==> config.mk <==
export PLATFORM = sky130hd
export DESIGN_NAME = differential_drive_odometry
export DESIGN_NICKNAME = d
export VERILOG_FILES = /design/src/rtl/ddo_pkg.sv /design/src/rtl/differential_drive_odometry.sv /design/src/rtl/ddo_front.sv /design/src/rtl/ddo_queue.sv /design/src/rtl/ddo_back.sv
export SDC_FILE = /design/constraint.sdc
export NUM_CORES = 2
export LEC_CHECK = 0
export BUFFER_PORTS_ARGS = -buffer_cell sky130_fd_sc_hd__buf_2
export CORE_UTILIZATION = 39
export CTS_CLUSTER_DIAMETER = 100
export DETAILED_ROUTE_END_ITERATION = 7
export PLACE_DENSITY = 0.61
export SLEW_MARGIN = 20
export SYNTH_ARGS = -nofsm -noshare
export SYNTH_HDL_FRONTEND = slang
export SYNTH_SLANG_ARGS = --single-unit
==> constraint.sdc <==
create_clock -name clk -period 9.3 [get_ports clk]
set_input_delay 0.93 -clock clk [delete_from_list [all_inputs] [get_ports clk]]
set_output_delay 0.93 -clock clk [all_outputs]
set_load 0.005 [all_outputs]
==> src/rtl/ddo_pkg.sv <==
// ----------------------------------------------------------------------------
// ddo_pkg: shared types and constants for the differential drive odometry
// Item structs, configuration register indexes, back-end states and the
// CORDIC arctangent table.
// ----------------------------------------------------------------------------
package ddo_pkg;

    localparam int RAD_W   = 16;
    localparam int RATE_W  = 10;
    localparam int MAG_W   = 32;   // |rate * radius| < 2^31
    localparam int QDEPTH  = 2;
    localparam int QPTR_W  = 1;
    localparam int QCNT_W  = 2;
    localparam int CNT_W   = 6;    // longest loop is 53 iterations
    localparam int ANG_IDX_W = 5;  // arctangent table has 24 entries

    localparam int WDIV_ITERS = 32;
    localparam int HDIV_ITERS = 53;
    localparam int MUL_ITERS  = 33;

    localparam logic [2:0] CFG_LEFT_RADIUS  = 3'd0;
    localparam logic [2:0] CFG_RIGHT_RADIUS = 3'd1;
    localparam logic [2:0] CFG_HALF_BASE    = 3'd2;
    localparam logic [2:0] CFG_UPDATE_RATE  = 3'd3;

    localparam logic [15:0] RESET_RADIUS    = 16'd1280;
    localparam logic [15:0] RESET_HALF_BASE = 16'd2733;
    localparam logic [9:0]  RESET_RATE      = 10'd100;

    localparam logic [17:0] PI_Q16 = 18'd205887;
    localparam logic signed [33:0] CORDIC_GAIN = 34'sd652032874;

    typedef struct packed {
        logic signed [15:0] left_wheel_rate;
        logic signed [15:0] right_wheel_rate;
    } in_item_t;

    typedef struct packed {
        logic signed [31:0] pos_x;
        logic signed [31:0] pos_y;
        logic [15:0]        heading_out;
        logic signed [15:0] heading_step;
        logic               pos_saturated;
    } out_item_t;

    typedef struct packed {
        logic [RAD_W-1:0]  left_radius;
        logic [RAD_W-1:0]  right_radius;
        logic [RAD_W-1:0]  half_base;
        logic [RATE_W-1:0] update_rate;
    } cfg_regs_t;

    // sign/magnitude wheel products, ready for the divider
    typedef struct packed {
        logic             neg_l;
        logic [MAG_W-1:0] mag_l;
        logic             neg_r;
        logic [MAG_W-1:0] mag_r;
    } work_t;

    typedef enum logic [3:0] {
        ST_IDLE, ST_WDIV, ST_DSIGN, ST_DSUM, ST_HPREP, ST_HDIV, ST_HUPD,
        ST_CINIT, ST_CORD, ST_CEND, ST_MUL, ST_MEND, ST_POSE
    } back_state_t;

    function automatic logic signed [33:0] cordic_angle(input logic [ANG_IDX_W-1:0] idx);
        logic signed [33:0] a;
        case (idx)
            5'd0:  a = 34'sd536870912;
            5'd1:  a = 34'sd316933406;
            5'd2:  a = 34'sd167458907;
            5'd3:  a = 34'sd85004756;
            5'd4:  a = 34'sd42667331;
            5'd5:  a = 34'sd21354465;
            5'd6:  a = 34'sd10679838;
            5'd7:  a = 34'sd5340245;
            5'd8:  a = 34'sd2670163;
            5'd9:  a = 34'sd1335087;
            5'd10: a = 34'sd667544;
            5'd11: a = 34'sd333772;
            5'd12: a = 34'sd166886;
            5'd13: a = 34'sd83443;
            5'd14: a = 34'sd41722;
            5'd15: a = 34'sd20861;
            5'd16: a = 34'sd10430;
            5'd17: a = 34'sd5215;
            5'd18: a = 34'sd2608;
            5'd19: a = 34'sd1304;
            5'd20: a = 34'sd652;
            5'd21: a = 34'sd326;
            5'd22: a = 34'sd163;
            5'd23: a = 34'sd81;
            default: a = 34'sd0;
        endcase
        return a;
    endfunction

endpackage

==> src/rtl/differential_drive_odometry.sv <==
// Path: an input sample passes the front stage register and the work queue, then the
//   back-end sequencer; the result also waits on out_ready while the last is held.
// The back-end sequencer starts a new sample only from idle, after the whole
//   sequence (32-step wheel divide, 53-step heading divide, CORDIC, 33-step multiply).
// A two-entry queue lets up to three samples be accepted ahead of the sequencer.
// Reset (rst_n low, async): pose and heading cleared, registers to defaults.
// ----------------------------------------------------------------------------
// differential_drive_odometry: dead-reckoning pose from wheel rates
// Front stage forms rate * radius per wheel, a short queue buffers the work,
// and the back sequencer updates heading, x and y.
// ----------------------------------------------------------------------------
module differential_drive_odometry #(
    parameter int CORDIC_STEPS = 16   // 8..24 rotation steps
) (
    input  logic               clk,
    input  logic               rst_n,
    input  logic               in_valid,
    output logic               in_ready,
    input  ddo_pkg::in_item_t  in_data,
    output logic               out_valid,
    input  logic               out_ready,
    output ddo_pkg::out_item_t out_data,
    input  logic               cfg_we,
    input  logic [2:0]         cfg_addr,
    input  logic [15:0]        cfg_data
);

    // Configuration registers; the user must write them only while the block is idle,
    // so the back end reads them live; the block itself does not enforce it.
    ddo_pkg::cfg_regs_t cfg_reg;

    // Front-to-queue and queue-to-back transfers
    logic           push, pop, q_full, q_empty;
    ddo_pkg::work_t push_data, q_head;

    always_ff @(posedge clk or negedge rst_n)
    begin
        if (!rst_n)
        begin
            cfg_reg.left_radius  <= ddo_pkg::RESET_RADIUS;
            cfg_reg.right_radius <= ddo_pkg::RESET_RADIUS;
            cfg_reg.half_base    <= ddo_pkg::RESET_HALF_BASE;
            cfg_reg.update_rate  <= ddo_pkg::RESET_RATE;
        end
        else if (cfg_we)
        begin
            // unknown indexes are dropped
            unique case (cfg_addr)
                ddo_pkg::CFG_LEFT_RADIUS:  cfg_reg.left_radius  <= cfg_data;
                ddo_pkg::CFG_RIGHT_RADIUS: cfg_reg.right_radius <= cfg_data;
                ddo_pkg::CFG_HALF_BASE:    cfg_reg.half_base    <= cfg_data;
                ddo_pkg::CFG_UPDATE_RATE:  cfg_reg.update_rate  <= cfg_data[9:0];
                default: ;
            endcase
        end
    end

    // Input stage: registered wheel products in sign/magnitude form
    ddo_front u_front (
        .clk          (clk),
        .rst_n        (rst_n),
        .in_valid     (in_valid),
        .in_ready     (in_ready),
        .in_data      (in_data),
        .left_radius  (cfg_reg.left_radius),
        .right_radius (cfg_reg.right_radius),
        .push         (push),
        .push_data    (push_data),
        .q_full       (q_full)
    );

    // Work queue between the two halves
    ddo_queue u_queue (
        .clk       (clk),
        .rst_n     (rst_n),
        .push      (push),
        .push_data (push_data),
        .pop       (pop),
        .head      (q_head),
        .full      (q_full),
        .empty     (q_empty)
    );

    // Back end: divides, CORDIC, multiply, pose accumulate, result register
    ddo_back #(
        .CORDIC_STEPS (CORDIC_STEPS)
    ) u_back (
        .clk       (clk),
        .rst_n     (rst_n),
        .cfg       (cfg_reg),
        .q_empty   (q_empty),
        .q_head    (q_head),
        .pop       (pop),
        .out_valid (out_valid),
        .out_ready (out_ready),
        .out_data  (out_data)
    );

endmodule

==> src/rtl/ddo_front.sv <==
// ----------------------------------------------------------------------------
// ddo_front: input stage
// Accepts wheel-rate samples, forms rate * radius per wheel and hands the
// sign/magnitude pair to the work queue.
// ----------------------------------------------------------------------------
module ddo_front (
    input  logic                       clk,
    input  logic                       rst_n,
    input  logic                       in_valid,
    output logic                       in_ready,
    input  ddo_pkg::in_item_t          in_data,
    input  logic [ddo_pkg::RAD_W-1:0]  left_radius,
    input  logic [ddo_pkg::RAD_W-1:0]  right_radius,
    output logic                       push,
    output ddo_pkg::work_t             push_data,
    input  logic                       q_full
);

    logic           stage_valid_reg, stage_valid_next;
    ddo_pkg::work_t stage_reg;
    logic signed [32:0] prod_l, prod_r, abs_l, abs_r;
    logic accept;

    assign in_ready = !stage_valid_reg || !q_full;
    assign accept   = in_valid && in_ready;
    assign push     = stage_valid_reg && !q_full;
    assign push_data = stage_reg;

    assign prod_l = 33'(in_data.left_wheel_rate) * 33'($signed({1'b0, left_radius}));
    assign prod_r = 33'(in_data.right_wheel_rate) * 33'($signed({1'b0, right_radius}));
    assign abs_l  = prod_l[32] ? -prod_l : prod_l;
    assign abs_r  = prod_r[32] ? -prod_r : prod_r;

    assign stage_valid_next = accept || (stage_valid_reg && !push);

    always_ff @(posedge clk or negedge rst_n)
    begin
        if (!rst_n)
            stage_valid_reg <= 1'b0;
        else
            stage_valid_reg <= stage_valid_next;
    end

    always_ff @(posedge clk)
    begin
        if (accept)
        begin
            stage_reg.neg_l <= prod_l[32];
            stage_reg.mag_l <= abs_l[31:0];
            stage_reg.neg_r <= prod_r[32];
            stage_reg.mag_r <= abs_r[31:0];
        end
    end

endmodule

==> src/rtl/ddo_queue.sv <==
// ----------------------------------------------------------------------------
// ddo_queue: two-entry work queue
// Decouples the input stage from the back-end sequencer.
// ----------------------------------------------------------------------------
module ddo_queue (
    input  logic           clk,
    input  logic           rst_n,
    input  logic           push,
    input  ddo_pkg::work_t push_data,
    input  logic           pop,
    output ddo_pkg::work_t head,
    output logic           full,
    output logic           empty
);

    ddo_pkg::work_t entry_reg [ddo_pkg::QDEPTH];
    logic [ddo_pkg::QPTR_W-1:0] wptr_reg, rptr_reg;
    logic [ddo_pkg::QCNT_W-1:0] cnt_reg, cnt_next;

    assign full  = (cnt_reg == ddo_pkg::QCNT_W'(ddo_pkg::QDEPTH));
    assign empty = (cnt_reg == '0);
    assign head  = entry_reg[rptr_reg];

    always_comb
    begin
        cnt_next = cnt_reg;
        if (push && !pop)
            cnt_next = cnt_reg + 1'b1;
        else if (pop && !push)
            cnt_next = cnt_reg - 1'b1;
    end

    always_ff @(posedge clk or negedge rst_n)
    begin
        if (!rst_n)
        begin
            wptr_reg <= '0;
            rptr_reg <= '0;
            cnt_reg  <= '0;
        end
        else
        begin
            if (push)
                wptr_reg <= wptr_reg + 1'b1;
            if (pop)
                rptr_reg <= rptr_reg + 1'b1;
            cnt_reg <= cnt_next;
        end
    end

    always_ff @(posedge clk)
    begin
        if (push)
            entry_reg[wptr_reg] <= push_data;
    end

`ifndef SYNTHESIS
    a_no_overflow: assert property (@(posedge clk) disable iff (!rst_n)
        full && !pop |-> !push) else $error("queue overflow");
`endif

endmodule

==> src/rtl/ddo_back.sv <==
// ----------------------------------------------------------------------------
// ddo_back: pose update sequencer
// Serial wheel divide, heading divide, CORDIC, serial multiply and
// saturating pose accumulate; holds the pose and the result register.
// ----------------------------------------------------------------------------
module ddo_back #(
    parameter int CORDIC_STEPS = 16
) (
    input  logic               clk,
    input  logic               rst_n,
    input  ddo_pkg::cfg_regs_t cfg,
    input  logic               q_empty,
    input  ddo_pkg::work_t     q_head,
    output logic               pop,
    output logic               out_valid,
    input  logic               out_ready,
    output ddo_pkg::out_item_t out_data
);

    localparam logic signed [31:0] POS_MAX = 32'sh7FFF_FFFF;
    localparam logic signed [31:0] POS_MIN = 32'sh8000_0000;

    ddo_pkg::back_state_t state_reg, state_next;
    logic [ddo_pkg::CNT_W-1:0] cnt_reg, cnt_next;
    logic signed [31:0] x_reg, x_next, y_reg, y_next;
    logic [15:0] heading_reg, heading_next;
    logic out_valid_reg, out_valid_next;
    ddo_pkg::out_item_t out_data_reg, out_data_next;

    // datapath registers
    logic neg_l_reg, neg_l_next, neg_r_reg, neg_r_next;
    logic [31:0] num_l_reg, num_l_next, num_r_reg, num_r_next;
    logic [10:0] rem_l_reg, rem_l_next, rem_r_reg, rem_r_next;
    logic signed [32:0] dl_reg, dl_next, dr_reg, dr_next;
    logic signed [33:0] diff_reg, diff_next, sum_reg, sum_next;
    logic [33:0] den_reg, den_next;
    logic hneg_reg, hneg_next;
    logic [52:0] dvd_reg, dvd_next;
    logic [34:0] hrem_reg, hrem_next;
    logic [15:0] step_reg, step_next;
    logic signed [33:0] z_reg, z_next, cx_reg, cx_next, cy_reg, cy_next;
    logic fold_reg, fold_next;
    logic [32:0] mplier_reg, mplier_next, mcx_reg, mcx_next, mcy_reg, mcy_next;
    logic sgnx_reg, sgnx_next, sgny_reg, sgny_next;
    logic [65:0] accx_reg, accx_next, accy_reg, accy_next;
    logic signed [33:0] dx_reg, dx_next, dy_reg, dy_next;

    // combinational temporaries
    logic [9:0]  f_eff;
    logic [15:0] hb_eff;
    logic [10:0] lsh, rsh;
    logic        lge, rge, hge;
    logic [34:0] hsh;
    logic signed [33:0] dmag, csh_x, csh_y, ang, cmag_x, cmag_y, smag, z0;
    logic signed [66:0] tx, ty;
    logic signed [34:0] xs, ys;
    logic satx, saty;
    logic [15:0] stepw;

    assign pop       = (state_reg == ddo_pkg::ST_IDLE) && !q_empty;
    assign out_valid = out_valid_reg;
    assign out_data  = out_data_reg;

    assign f_eff  = (cfg.update_rate == '0) ? 10'd1 : cfg.update_rate;
    assign hb_eff = (cfg.half_base == '0) ? 16'd1 : cfg.half_base;

    always_comb
    begin
        state_next     = state_reg;
        cnt_next       = cnt_reg;
        x_next         = x_reg;
        y_next         = y_reg;
        heading_next   = heading_reg;
        out_valid_next = out_valid_reg && !out_ready;
        out_data_next  = out_data_reg;
        neg_l_next = neg_l_reg;   neg_r_next = neg_r_reg;
        num_l_next = num_l_reg;   num_r_next = num_r_reg;
        rem_l_next = rem_l_reg;   rem_r_next = rem_r_reg;
        dl_next    = dl_reg;      dr_next    = dr_reg;
        diff_next  = diff_reg;    sum_next   = sum_reg;
        den_next   = den_reg;     hneg_next  = hneg_reg;
        dvd_next   = dvd_reg;     hrem_next  = hrem_reg;
        step_next  = step_reg;
        z_next     = z_reg;       cx_next    = cx_reg;   cy_next = cy_reg;
        fold_next  = fold_reg;
        mplier_next = mplier_reg; mcx_next = mcx_reg;    mcy_next = mcy_reg;
        sgnx_next  = sgnx_reg;    sgny_next  = sgny_reg;
        accx_next  = accx_reg;    accy_next  = accy_reg;
        dx_next    = dx_reg;      dy_next    = dy_reg;

        lsh   = {rem_l_reg[9:0], num_l_reg[31]};
        rsh   = {rem_r_reg[9:0], num_r_reg[31]};
        lge   = (lsh >= {1'b0, f_eff});
        rge   = (rsh >= {1'b0, f_eff});
        hsh   = {hrem_reg[33:0], dvd_reg[52]};
        hge   = (hsh >= {1'b0, den_reg});
        dmag  = diff_reg[33] ? -diff_reg : diff_reg;
        ang   = ddo_pkg::cordic_angle(cnt_reg[ddo_pkg::ANG_IDX_W-1:0]);
        csh_x = cy_reg >>> cnt_reg[ddo_pkg::ANG_IDX_W-1:0];
        csh_y = cx_reg >>> cnt_reg[ddo_pkg::ANG_IDX_W-1:0];
        cmag_x = cx_reg[33] ? -cx_reg : cx_reg;
        cmag_y = cy_reg[33] ? -cy_reg : cy_reg;
        smag  = sum_reg[33] ? -sum_reg : sum_reg;
        z0    = 34'($signed({heading_reg, 16'b0}));
        stepw = hneg_reg ? -dvd_reg[15:0] : dvd_reg[15:0];
        tx    = sgnx_reg ? (67'sd4294967296 - $signed({1'b0, accx_reg}))
                         : ($signed({1'b0, accx_reg}) + 67'sd4294967296);
        ty    = sgny_reg ? (67'sd4294967296 - $signed({1'b0, accy_reg}))
                         : ($signed({1'b0, accy_reg}) + 67'sd4294967296);
        xs    = 35'(x_reg) + 35'(dx_reg);
        ys    = 35'(y_reg) + 35'(dy_reg);
        satx  = (xs[34:31] != 4'b0000) && (xs[34:31] != 4'b1111);
        saty  = (ys[34:31] != 4'b0000) && (ys[34:31] != 4'b1111);

        unique case (state_reg)
            ddo_pkg::ST_IDLE:
            begin
                if (!q_empty)
                begin
                    neg_l_next = q_head.neg_l;
                    num_l_next = q_head.mag_l;
                    neg_r_next = q_head.neg_r;
                    num_r_next = q_head.mag_r;
                    rem_l_next = '0;
                    rem_r_next = '0;
                    cnt_next   = '0;
                    state_next = ddo_pkg::ST_WDIV;
                end
            end
            ddo_pkg::ST_WDIV:
            begin
                rem_l_next = lge ? lsh - {1'b0, f_eff} : lsh;
                rem_r_next = rge ? rsh - {1'b0, f_eff} : rsh;
                num_l_next = {num_l_reg[30:0], lge};
                num_r_next = {num_r_reg[30:0], rge};
                cnt_next   = cnt_reg + 1'b1;
                if (cnt_reg == ddo_pkg::CNT_W'(ddo_pkg::WDIV_ITERS - 1))
                    state_next = ddo_pkg::ST_DSIGN;
            end
            ddo_pkg::ST_DSIGN:
            begin
                dl_next = neg_l_reg ? -$signed({1'b0, num_l_reg}) : $signed({1'b0, num_l_reg});
                dr_next = neg_r_reg ? -$signed({1'b0, num_r_reg}) : $signed({1'b0, num_r_reg});
                state_next = ddo_pkg::ST_DSUM;
            end
            ddo_pkg::ST_DSUM:
            begin
                diff_next  = 34'(dr_reg) - 34'(dl_reg);
                sum_next   = 34'(dl_reg) + 34'(dr_reg);
                den_next   = {18'b0, hb_eff} * {16'b0, ddo_pkg::PI_Q16};
                state_next = ddo_pkg::ST_HPREP;
            end
            ddo_pkg::ST_HPREP:
            begin
                hneg_next  = diff_reg[33];
                dvd_next   = {dmag[32:0], 20'b0} + {20'b0, den_reg[33:1]};
                hrem_next  = '0;
                cnt_next   = '0;
                state_next = ddo_pkg::ST_HDIV;
            end
            ddo_pkg::ST_HDIV:
            begin
                hrem_next = hge ? hsh - {1'b0, den_reg} : hsh;
                dvd_next  = {dvd_reg[51:0], hge};
                cnt_next  = cnt_reg + 1'b1;
                if (cnt_reg == ddo_pkg::CNT_W'(ddo_pkg::HDIV_ITERS - 1))
                    state_next = ddo_pkg::ST_HUPD;
            end
            ddo_pkg::ST_HUPD:
            begin
                step_next    = stepw;
                heading_next = heading_reg + stepw;
                state_next   = ddo_pkg::ST_CINIT;
            end
            ddo_pkg::ST_CINIT:
            begin
                // fold into [-90, 90] degrees, negate the vector later
                if (z0 > 34'sd1073741824)
                begin
                    z_next    = z0 - 34'sd2147483648;
                    fold_next = 1'b1;
                end
                else if (z0 < -34'sd1073741824)
                begin
                    z_next    = z0 + 34'sd2147483648;
                    fold_next = 1'b1;
                end
                else
                begin
                    z_next    = z0;
                    fold_next = 1'b0;
                end
                cx_next    = ddo_pkg::CORDIC_GAIN;
                cy_next    = '0;
                cnt_next   = '0;
                state_next = ddo_pkg::ST_CORD;
            end
            ddo_pkg::ST_CORD:
            begin
                if (!z_reg[33])
                begin
                    cx_next = cx_reg - csh_x;
                    cy_next = cy_reg + csh_y;
                    z_next  = z_reg - ang;
                end
                else
                begin
                    cx_next = cx_reg + csh_x;
                    cy_next = cy_reg - csh_y;
                    z_next  = z_reg + ang;
                end
                cnt_next = cnt_reg + 1'b1;
                if (cnt_reg == ddo_pkg::CNT_W'(CORDIC_STEPS - 1))
                    state_next = ddo_pkg::ST_CEND;
            end
            ddo_pkg::ST_CEND:
            begin
                mplier_next = smag[32:0];
                mcx_next    = cmag_x[32:0];
                mcy_next    = cmag_y[32:0];
                sgnx_next   = sum_reg[33] ^ fold_reg ^ cx_reg[33];
                sgny_next   = sum_reg[33] ^ fold_reg ^ cy_reg[33];
                accx_next   = '0;
                accy_next   = '0;
                cnt_next    = '0;
                state_next  = ddo_pkg::ST_MUL;
            end
            ddo_pkg::ST_MUL:
            begin
                accx_next   = {accx_reg[64:0], 1'b0} + (mplier_reg[32] ? {33'b0, mcx_reg} : 66'b0);
                accy_next   = {accy_reg[64:0], 1'b0} + (mplier_reg[32] ? {33'b0, mcy_reg} : 66'b0);
                mplier_next = {mplier_reg[31:0], 1'b0};
                cnt_next    = cnt_reg + 1'b1;
                if (cnt_reg == ddo_pkg::CNT_W'(ddo_pkg::MUL_ITERS - 1))
                    state_next = ddo_pkg::ST_MEND;
            end
            ddo_pkg::ST_MEND:
            begin
                // round half up, then floor shift by 33
                dx_next    = tx[66:33];
                dy_next    = ty[66:33];
                state_next = ddo_pkg::ST_POSE;
            end
            ddo_pkg::ST_POSE:
            begin
                if (!out_valid_reg || out_ready)
                begin
                    x_next = satx ? (xs[34] ? POS_MIN : POS_MAX) : xs[31:0];
                    y_next = saty ? (ys[34] ? POS_MIN : POS_MAX) : ys[31:0];
                    out_data_next.pos_x         = x_next;
                    out_data_next.pos_y         = y_next;
                    out_data_next.heading_out   = heading_reg;
                    out_data_next.heading_step  = step_reg;
                    out_data_next.pos_saturated = satx || saty;
                    out_valid_next = 1'b1;
                    state_next     = ddo_pkg::ST_IDLE;
                end
            end
            default:
            begin
                state_next = ddo_pkg::ST_IDLE;
            end
        endcase
    end

    always_ff @(posedge clk or negedge rst_n)
    begin
        if (!rst_n)
        begin
            state_reg     <= ddo_pkg::ST_IDLE;
            cnt_reg       <= '0;
            x_reg         <= '0;
            y_reg         <= '0;
            heading_reg   <= '0;
            out_valid_reg <= 1'b0;
        end
        else
        begin
            state_reg     <= state_next;
            cnt_reg       <= cnt_next;
            x_reg         <= x_next;
            y_reg         <= y_next;
            heading_reg   <= heading_next;
            out_valid_reg <= out_valid_next;
        end
    end

    always_ff @(posedge clk)
    begin
        out_data_reg <= out_data_next;
        neg_l_reg <= neg_l_next;   neg_r_reg <= neg_r_next;
        num_l_reg <= num_l_next;   num_r_reg <= num_r_next;
        rem_l_reg <= rem_l_next;   rem_r_reg <= rem_r_next;
        dl_reg    <= dl_next;      dr_reg    <= dr_next;
        diff_reg  <= diff_next;    sum_reg   <= sum_next;
        den_reg   <= den_next;     hneg_reg  <= hneg_next;
        dvd_reg   <= dvd_next;     hrem_reg  <= hrem_next;
        step_reg  <= step_next;
        z_reg     <= z_next;       cx_reg    <= cx_next;    cy_reg <= cy_next;
        fold_reg  <= fold_next;
        mplier_reg <= mplier_next; mcx_reg <= mcx_next;     mcy_reg <= mcy_next;
        sgnx_reg  <= sgnx_next;    sgny_reg  <= sgny_next;
        accx_reg  <= accx_next;    accy_reg  <= accy_next;
        dx_reg    <= dx_next;      dy_reg    <= dy_next;
    end

`ifndef SYNTHESIS
    a_pop_nonempty: assert property (@(posedge clk) disable iff (!rst_n)
        pop |-> !q_empty) else $error("pop from empty queue");
    a_cordic_bound: assert property (@(posedge clk) disable iff (!rst_n)
        state_reg == ddo_pkg::ST_CORD |-> cnt_reg < ddo_pkg::CNT_W'(CORDIC_STEPS))
        else $error("CORDIC ran past its step count");
    a_sat_at_limit: assert property (@(posedge clk) disable iff (!rst_n)
        out_valid_reg && out_data_reg.pos_saturated |->
            out_data_reg.pos_x == POS_MAX || out_data_reg.pos_x == POS_MIN ||
            out_data_reg.pos_y == POS_MAX || out_data_reg.pos_y == POS_MIN)
        else $error("saturation flag without clipped position");
    a_pose_loads: assert property (@(posedge clk) disable iff (!rst_n)
        state_reg == ddo_pkg::ST_POSE && (!out_valid_reg || out_ready) |=>
            out_valid_reg && state_reg == ddo_pkg::ST_IDLE)
        else $error("result not presented after pose update");
`endif

endmodule

==> flow_metrics.tcl <==
set metrics [dict create \
    criticalPathCategory "register to register" \
    finalHoldViolCount 0 \
    io_pins 155 \
    core_area_um2 255000 \
    fill_cells 24368 \
    clk_path_buf_depth 4 \
    synth_top_cell_area_share_pct 31.6 \
    max_slew_margin_pct 25.7 \
    grt_pass1_wl_mm 408 \
    worstPathRequired_ps 9800 \
    die_h_um 509 \
    wl_per_cell_um 18.6 \
    post_cts_resized 0 \
    clock-sinks 1210 \
    drt_iter0_drc 5295 \
    place_congestion 0.953 \
    yosys_register_bits 1210 \
    largest_register_ff_count 132 \
    clockRootBuffer "clkbuf_16" \
    via_per_inst 5.45 \
    cts_tree "built" \
    outcome "completed" \
    multiInputGateArea_um2 59600 \
    register_area_um2 35600 \
    cap_viol_max_count 0 \
    r2r_cells 25 \
    gr-usage-all-layers_pct 19.4 \
    fmax_mhz 123 \
    cpMaxStageDelayCell "dfrtp_1" \
    dp_hpwl_mm 192 \
    r2r-end "u_front.push_data[7]" \
    die_area_um2 259000 \
    first_pass_iters 6 \
    cp_max_fo 17 \
    ys.warnings.count 0 \
    grt_antenna_before_repair 4 \
    rrSetupSlack_ps 1160 \
    cts_setup_buffers 0 \
    cp_slowest_stage_delay_ps 650 \
    slew_violations 0 \
    rsz0062_at_grt "false" \
    num_vias 74310 \
    hold_buffers 0 \
    drive_gt1_share_pct 7.06 \
    crit_family "adder cells" \
    rows 185 \
    synth_area_um2 100000 \
    drt.antenna.violating_nets 0 \
    r2r-start "cfg_reg[38]" \
    synth_top_area_cell "edfxtp_1" \
    setup_viol 0 \
    endpoint_kind "register" \
    cts_buffers 153 \
    path_common_cell "fa_1" \
    cts.clk_slew.worst_paths_ps 60 \
    clock_latency_ps 860 \
    min_path_type "primary input to async pin" \
    critPathArrivalTime_ps 8650 \
    synthCells 10240 \
    final.setup_skew_ps 102 \
    yosysMostFrequentCell "edfxtp_1" \
    grt_max_degree 134 \
    synth_edf_count 1056 \
    die_w_um 509 \
    yosysSeqAreaShare_pct 35.5 \
    grt_overflow 0 \
    synth_nets 11579 \
    clock_tree.htree_level_count 4 \
    grt_pass1_vias 75303 \
    drc 0 \
    postSynthAreaPerCell_um2 9.79 \
    async_flop_share_pct 12.7 \
    path_buf_inv 6 \
    synthDistinctLibCells 93 \
    period_share_pct 87.6 \
    synth-main-ff-cell "edfxtp_1" \
    finalCriticalPeriod_ps 8140 \
    synth_common_cells "1056 x edfxtp_1, 950 x nand2_1, 944 x inv_1" \
    layout.nets 11509 \
    final_util_pct 42.8 \
    ys_top_cells_by_area "edfxtp_1 32%, ha_1 10%, fa_1 9.6%" \
    io_buffer_count 154 \
    wirelength_mm 254 \
    startpoint_type "register" \
    area_growth_pct 8.78 \
    initial_utilization_pct 39.3 \
    tightest_slew_ps 1090 \
    setup_tns_ps 0 \
]
==> layout by cell type (no fill, tap or decap), types with 40 or more instances in the layout <==
cell type  synthesis  final
edfxtp_1        1056   1056
nand2_1          950    949
inv_1            944    943
ha_1             802    802
nor2_1           751    746
a21oi_1          653    652
xnor2_1          539    539
o21ai_0          533    531
fa_1             481    481
xor2_1           342    342
and2_1           333    332
a21o_1           212    212
nand3_1          158    157
clkbuf_16          0    154
buf_2             26    153
mux2i_1          137    137
nor3_1           138    134
dfrtp_1          140    134
nand2b_1         134    133
or3_1             97     96
mux2_2            94     94
nand4_1           83     83
o31ai_1           82     82
and3_1            79     78
a31oi_1           77     77
mux4_2            74     74
a211oi_1          72     72
buf_4              2     68
nor4_1            68     67
o21bai_1          64     64
o21a_1            60     60
nor2b_1           56     56
or4_1             45     45
a22oi_1           41     41
o22ai_1           40     40
==> stage by stage <==
step                cell area, µm²  hold slack, ps  instances  setup WS, ps
floorplan                   100000             400      10240           480
global placement            104000             411      13380           622
detailed placement          104000             412      13380           617
CTS                         109000            99.5      13644          1140
global route                109000             144      13645           719
finish                      109000             144      13646          1160
==> worst max path at each step <==
stage	slack (ps)	from	cells past startpoint	endpoint
after CTS	1140	cfg_reg[38]	25	u_front.push_data[7]
after global routing	720	cfg_reg[47]	23	u_front.push_data[61]
after detailed placement	620	in_data[15]	25	u_front.push_data[21]
after floorplan	480	u_back.state_reg[0]	4	u_back.cx_reg[0]
final	1160	cfg_reg[38]	25	u_front.push_data[7]
after global placement	620	in_data[15]	25	u_front.push_data[27]
==> cells by family (layout without fill, tap and decap cells) <==
logic type | Yosys count | after routing | synth area share [%]
other | 0 | 1 | 0
AOI/OAI and AO/OA | 2156 | 2156 | 13.4
xor gates and xnor gates | 881 | 881 | 7.69
adders and majority gates | 1283 | 1283 | 19.6
and+or+nand+nor | 3006 | 3006 | 14.4
DFF | 1210 | 1210 | 35.5
muxes | 305 | 305 | 4.09
buffers and inverters | 1399 | 1438 | 5.28
==> routing by layer <==
metal / vias to the layer above / track usage, % / share of wire [%]
met5: - / 0 / 0.0051
met4: 2 / 6.67 / 3.4
met2: 1915 / 33.6 / 48
met1: 36150 / 24.8 / 44
li1: 35782 / - / -
met3: 461 / 2.38 / 4.6
==> layout make-up <==
type / instances / area share (%)
multi-input cells: 7631 / 54.6
flip-flops and latches: 1210 / 32.6
well taps: 3366 / 3.86
clock buffers: 187 / 3.67
inverters: 950 / 3.27
repair buffers: 224 / 1.21
clock inverters: 77 / 0.734
diodes: 1 / 0.00229
Power is not shown: default switching activity piles up to over one toggle a cycle in this logic, so the estimate is an artifact.
